`src/rtl/core/mrr_pkg.sv`:
```
// shared constants, types and command/status structs for the rectangle raster engine
`timescale 1ns / 1ps
`default_nettype none
package mrr_pkg;

    localparam int SCREEN_WIDTH  = 250;
    localparam int SCREEN_HEIGHT = 122;
    localparam int FRAME_BYTES   = 4096;

    localparam int MODE_W  = 2;
    localparam int COORD_W = 12;
    localparam int BADDR_W = 12;
    localparam int BYTE_W  = 8;
    localparam int ADDR_W  = $clog2(FRAME_BYTES);
    localparam int X_W     = $clog2(SCREEN_WIDTH);
    localparam int Y_W     = $clog2(SCREEN_HEIGHT);
    localparam int LIN_W   = $clog2(SCREEN_WIDTH * SCREEN_HEIGHT);
    localparam int BIT_W   = 3;

    localparam logic [BYTE_W-1:0] WHITE_BYTE = 8'hFF;
    localparam logic [BYTE_W-1:0] MSB_MASK   = 8'h80;

    typedef enum logic [MODE_W-1:0] {
        MODE_PLOT  = 2'd0,
        MODE_RECT  = 2'd1,
        MODE_CLEAR = 2'd2,
        MODE_READ  = 2'd3
    } t_mode;

    typedef enum logic [2:0] {
        S_INIT_CLR,
        S_IDLE,
        S_RECT_CHK,
        S_PIX_ADDR,
        S_PIX_READ,
        S_PIX_WRITE,
        S_CLR,
        S_FINISH
    } t_state;

    typedef struct packed {
        logic load;
        logic step;
        logic pix_addr;
        logic pix_read;
        logic pix_write;
        logic clr_wr;
        logic emit;
    } t_dp_cmd;

    typedef struct packed {
        logic rect_end;
        logic paint;
        logic clr_last;
        logic out_free;
    } t_dp_sts;

endpackage
`default_nettype wire

```
`src/rtl/core/mrr_ctrl.sv`:
```
// controller state machine: command decode, rectangle walk and clear sequencing
`timescale 1ns / 1ps
`default_nettype none
module mrr_ctrl (
    input  wire logic                        i_clk,
    input  wire logic                        i_rst_n,
    input  wire logic                        i_in_valid,
    input  wire logic [mrr_pkg::MODE_W-1:0]  i_mode,
    input  wire mrr_pkg::t_dp_sts            i_sts,
    output mrr_pkg::t_dp_cmd                 o_cmd,
    output logic                             o_in_stall
);
    import mrr_pkg::*;

    t_state r_state, n_state;
    t_mode  r_mode, n_mode;

    always_ff @(posedge i_clk) begin
        if (!i_rst_n) begin
            r_state <= S_INIT_CLR;
            r_mode  <= MODE_PLOT;
        end else begin
            r_state <= n_state;
            r_mode  <= n_mode;
        end
    end

    always_comb begin
        n_state    = r_state;
        n_mode     = r_mode;
        o_cmd      = '0;
        o_in_stall = 1'b1;
        case (r_state)
            S_INIT_CLR: begin
                o_cmd.clr_wr = 1'b1;
                if (i_sts.clr_last) begin
                    n_state = S_IDLE;
                end
            end
            S_IDLE: begin
                o_in_stall = 1'b0;
                if (i_in_valid) begin
                    o_cmd.load = 1'b1;
                    n_mode     = t_mode'(i_mode);
                    case (t_mode'(i_mode))
                        MODE_PLOT:  n_state = S_PIX_ADDR;
                        MODE_RECT:  n_state = S_RECT_CHK;
                        MODE_CLEAR: n_state = S_CLR;
                        default:    n_state = S_FINISH;
                    endcase
                end
            end
            S_RECT_CHK: begin
                if (i_sts.rect_end) begin
                    n_state = S_FINISH;
                end else if (i_sts.paint) begin
                    n_state = S_PIX_ADDR;
                end else begin
                    o_cmd.step = 1'b1;
                end
            end
            S_PIX_ADDR: begin
                o_cmd.pix_addr = 1'b1;
                n_state        = S_PIX_READ;
            end
            S_PIX_READ: begin
                o_cmd.pix_read = 1'b1;
                n_state        = S_PIX_WRITE;
            end
            S_PIX_WRITE: begin
                o_cmd.pix_write = 1'b1;
                if (r_mode == MODE_RECT) begin
                    o_cmd.step = 1'b1;
                    n_state    = S_RECT_CHK;
                end else begin
                    n_state = S_FINISH;
                end
            end
            S_CLR: begin
                o_cmd.clr_wr = 1'b1;
                if (i_sts.clr_last) begin
                    n_state = S_FINISH;
                end
            end
            S_FINISH: begin
                if (i_sts.out_free) begin
                    o_cmd.emit = 1'b1;
                    n_state    = S_IDLE;
                end
            end
            default: begin
                n_state = S_IDLE;
            end
        endcase
    end

endmodule
`default_nettype wire

```
`config.mk`:
```
export PLATFORM = sky130hd
export DESIGN_NAME = mrr_ctrl
export DESIGN_NICKNAME = d
export VERILOG_FILES = /design/src/rtl/core/mrr_pkg.sv /design/src/rtl/core/mrr_ctrl.sv
export SDC_FILE = /design/constraint.sdc
export NUM_CORES = 1
export LEC_CHECK = 0
export BUFFER_PORTS_ARGS = -buffer_cell sky130_fd_sc_hd__buf_2
export CORE_AREA = 3 3 40 42
export DETAILED_ROUTE_END_ITERATION = 12
export DIE_AREA = 0 0 43 45
export PLACE_DENSITY_LB_ADDON = 0.15
export SETUP_SLACK_MARGIN = 0.02
export SLEW_MARGIN = 10
export SYNTH_ARGS = -nofsm -noshare
export SYNTH_HDL_FRONTEND = slang
export SYNTH_SLANG_ARGS = --single-unit
```
`constraint.sdc`:
```
create_clock -name i_clk -period 1.8 [get_ports i_clk]
set_clock_uncertainty 0.2 [all_clocks]
set_input_delay 0.36 -clock i_clk [delete_from_list [all_inputs] [get_ports i_clk]]
set_output_delay 0.36 -clock i_clk [all_outputs]
set_load 0.01 [all_outputs]
```
# Word level (Yosys, flattened, before mapping)
# Index checks and enable logic that the tools add are counted.
# W data, S select, Z words.
[totals]
regBits = 5
input_bits = 9
[classes]
n_mux = 22
eq_ne = 15
n_reduce_logical = 5
[op_table]
columns = ["cell", "n"]
rows = [
  ["$pmux W3 S8", 1],
  ["$mux W3", 7],
  ["$eq A3 B3 Y1 const B", 4],
  ["$mux W1", 12],
  ["$pmux W3 S3", 1],
  ["$ne A2 B2 Y1 const B", 4],
  ["$eq A3 B2 Y1 const B", 2],
  ["$reduce_and A5 Y1", 1],
  ["$eq A2 B1 Y1 const B", 2],
  ["$eq A3 B1 Y1 const B", 1],
  ["$logic_not A3 Y1", 1],
  ["$ne A3 B3 Y1 const B", 1],
  ["$eq A2 B2 Y1 const B", 1],
  ["$logic_not A2 Y1", 1],
  ["$pmux W1 S2", 1],
  ["$reduce_and A2 Y1", 1],
  ["$reduce_or A2 Y1", 1],
]

# Logic depth before layout (Yosys ltp)
[depth]
depth_word = 4
depth_mapped = 6
ltp_nobuf = 6

# Worst setup path after synthesis
# Ideal clock, no wire load.
[synth_path]
path_kind = "register to output"
from = "register r_state[0]"
to = "output o_cmd[5] (netlist name)"
required_time_ps = 1240
path_slack_ps = 172
stages_incl_launch_ff = 4
t_arrival_ps = 1068
cell_sequence = "dfxtp_1 > buf_4 > or4_1 > nand2_1"
[synth_rtl]
columns = ["element", "line_no", "source"]
rows = [
  ["from (decl)", "mrr_ctrl.sv:15", "t_state r_state, n_state;"],
  ["from (signal assigned)", "mrr_ctrl.sv:23", "r_state <= n_state;"],
  ["to (decl)", "mrr_ctrl.sv:10", "output mrr_pkg::t_dp_cmd o_cmd,"],
]

==> results.json <==
{
  "status": "finished with violations",
  "violations": "setup timing",
  "fin_crit_sh_pct": 103.1,
  "p_int_mw": 0.4393,
  "root_buffer": "clkbuf_4",
  "maxCapViolCount": 0,
  "max_freq_mhz": 539.0,
  "ys_top_cells_by_count": "7 x nor2_1, 5 x dfxtp_1, 5 x nand2_1",
  "critPathBufInv": 1,
  "synthTopCellsByArea": "dfxtp_1 25%, nor2_1 6.5%, ha_1 6.2%",
  "rsz0062_at_grt": "true",
  "synth.most_common_cell": "nor2_1",
  "critPathRequiredTime_ps": 1240,
  "clock-sinks": 5,
  "timing.critical_path.from_type": "register",
  "drive_gt1_share_pct": 47.95,
  "gp_congestion": 0.7814,
  "finalHoldViolCount": 0,
  "p_leak_nw": 0.2714,
  "synth_area_per_cell_um2": 7.924,
  "grt_first_pass_wirelength_um": 1635,
  "path_cells": "nand2b_4 > or4_4 > nand2_2 > buf_6",
  "die_area_um2": 1935,
  "fin_nets": 85,
  "synthArstFlopShare_pct": 0,
  "p_sw_mw": 0.2637,
  "ys.flop_type": "dfxtp_1",
  "synth_edf_count": 0,
  "yosysTopAreaCell": "dfxtp_1",
  "first_iter_violations": 8,
  "post_drt_via_cell_ratio": 4.989,
  "switching_share_pct": 37.51,
  "critPathMaxFanout": 4,
  "area_delta_synth_final_pct": 46.13,
  "port_buffers": 16,
  "synth_top_area_share_pct": 24.77,
  "critPathTopFamily": "simple AND/OR/NAND/NOR gates",
  "tightest_slew_ps": 356.0,
  "final_max_slew_viol_count": 0,
  "endpoint_kind": "output pin",
  "pwr-share-clk_pct": 18.0,
  "coreArea_um2": 1285,
  "hold_buffers": 0,
  "path_class": "register to output pin",
  "synth-seq-cells": 5,
  "cts-htree-levels": 1,
  "power_mw": 0.7030,
  "max_stage_delay_ps": 430,
  "cpMaxStageDelayCell": "or4_4",
  "fin_setup_tns_ps": -55.22,
  "worstSkewPairLatency_ps": 240,
  "drt-pass1-iter-count": 4,
  "arrival_ps": 1300,
  "num_vias": 439,
  "ir_worst_vdd_v": 0.0006095,
  "ios": 17,
  "clk_pin_slew_ps": 40,
  "comb_power_share_pct": 57.1,
  "grt_pass1_vias": 401,
  "track_usage_pct": 11.15,
  "relSlewSlack_pct": 75.89,
  "yosysWarnings": 0,
  "hold_class": "primary input to register",
  "routed_wl_um": 968,
  "row_count": 13,
  "antenna_cells": 0,
  "wl_per_cell_um": 11.00,
  "dp_hpwl_um": 805.3,
  "ys_types": 27,
  "overflow": 0,
  "cts_inserted_buffers": 3,
  "antenna_found_initial": 0,
  "ant_nets": 0,
  "finalWorstSetupSlack_ps": -55.22,
  "cts_tree": "yes",
  "nFillCells": 145,
  "fp.dieH_um": 45,
  "seqCellArea_um2": 106.4,
  "setup_viol": 1,
  "die_w_um": 43,
  "synth-seq-area-share_pct": 24.77,
  "powerDensity_nw_per_um2": 1190,
  "seq_power_share_pct": 24.9,
  "synth_area_um2": 404.1,
  "clock_path_buffers": 2,
  "drc_errors": 0,
  "synthCells": 51,
  "synthesis.nets": 62,
  "initial_utilization_pct": 31.45,
  "multiInputGateArea_um2": 290.3,
  "min_period_ps": 1855,
  "grt_start_max_net_pins": 9
}
## path summary, 6_finish.rpt
path | from | endpoint | slack, ps | cells past startpoint
worst max register to register | r_state[1] | r_mode[0] | 250 | 5
worst max-delay path | r_state[2] | o_cmd[5] | -60 | 4
worst min register to register | r_mode[0] | r_mode[0] | 320 | 2
worst min-delay path | i_rst_n | r_state[1] | 200 | 2
## registers in the layout, summed over array words and instances (netlist names)
register	cells
r_state	3
r_mode	2
## layer usage
metal	vias to the layer above	share of wire (%)	wire, um	global-route usage (%)
met5	-	0	0	0
met2	14	48	460	19.16
met1	204	46	448	13.22
met4	0	0	0	1.807
met3	0	6.1	59	4.781
li1	221	-	-	-
## worst register-to-register path, stage by stage (launching register included)
cell     delay, ps
dfxtp_4        360
or3b_4         410
nor2_4         100
buf_4          130
mux2i_1        180
nor2b_1         60
## power groups by stage
stage	Clock, mW	Combinational, mW	Sequential, mW
after floorplan	0	0.266	0.150
after global placement	0	0.356	0.163
after detailed placement	0	0.356	0.163
after CTS	0.133	0.396	0.172
after global routing	0.144	0.436	0.181
final	0.126	0.401	0.175
## cell type report
type	count	area share, %
Multi-Input combinational cell	40	49.15
Timing Repair Buffer	21	23.31
Sequential cell	5	18.01
Clock buffer	4	4.449
Tap cell	15	3.178
Inverter	3	1.907
## metrics by stage
stage | cell area (um^2) | cells | setup WS, ps | util, % | hold slack (ps)
floorplan | 404.1 | 51 | 171.7 | - | 274.2
global placement | 509.2 | 83 | 72.58 | 39.63 | 305.2
detailed placement | 509.2 | 83 | 40.67 | 39.63 | 326.0
CTS | 573.1 | 88 | -77.28 | 44.60 | 188.9
global route | 590.6 | 88 | -113.6 | 45.96 | 207.9
finish | 590.6 | 88 | -55.22 | 45.96 | 200.9
## logic make-up after synthesis
logic type	count (synthesis)	share of synthesized area [%]
compound gates	8	15.17
xor+xnor	1	2.168
fa+ha+maj	2	6.191
buf+inv	6	8.668
flops	5	24.77
mux	2	4.954
simple gates	27	38.09
## cells in the final DEF, fill, tap and decap left out, types with 2 or more instances in the layout
master	Yosys	layout
nor2_1	7	7
nor3_1	2	2
buf_6	1	4
buf_4	1	3
nand2_1	5	4
buf_2	1	14
dfxtp_1	5	2
mux2i_1	2	2
clkbuf_4	0	3
nand2b_4	0	2
inv_1	3	3
dfxtp_2	0	2
ha_1	2	2
nor2b_1	3	3
a21oi_1	2	2
## repair_timing
action | in CTS | in global routing
resized for setup | 7 | 5
setup endpoints to repair | 3 | 4
buffers inserted | 1 | 0
cloned | 0 | 0
pin swaps | 2 | 1
(Power assumes the default switching activity.)
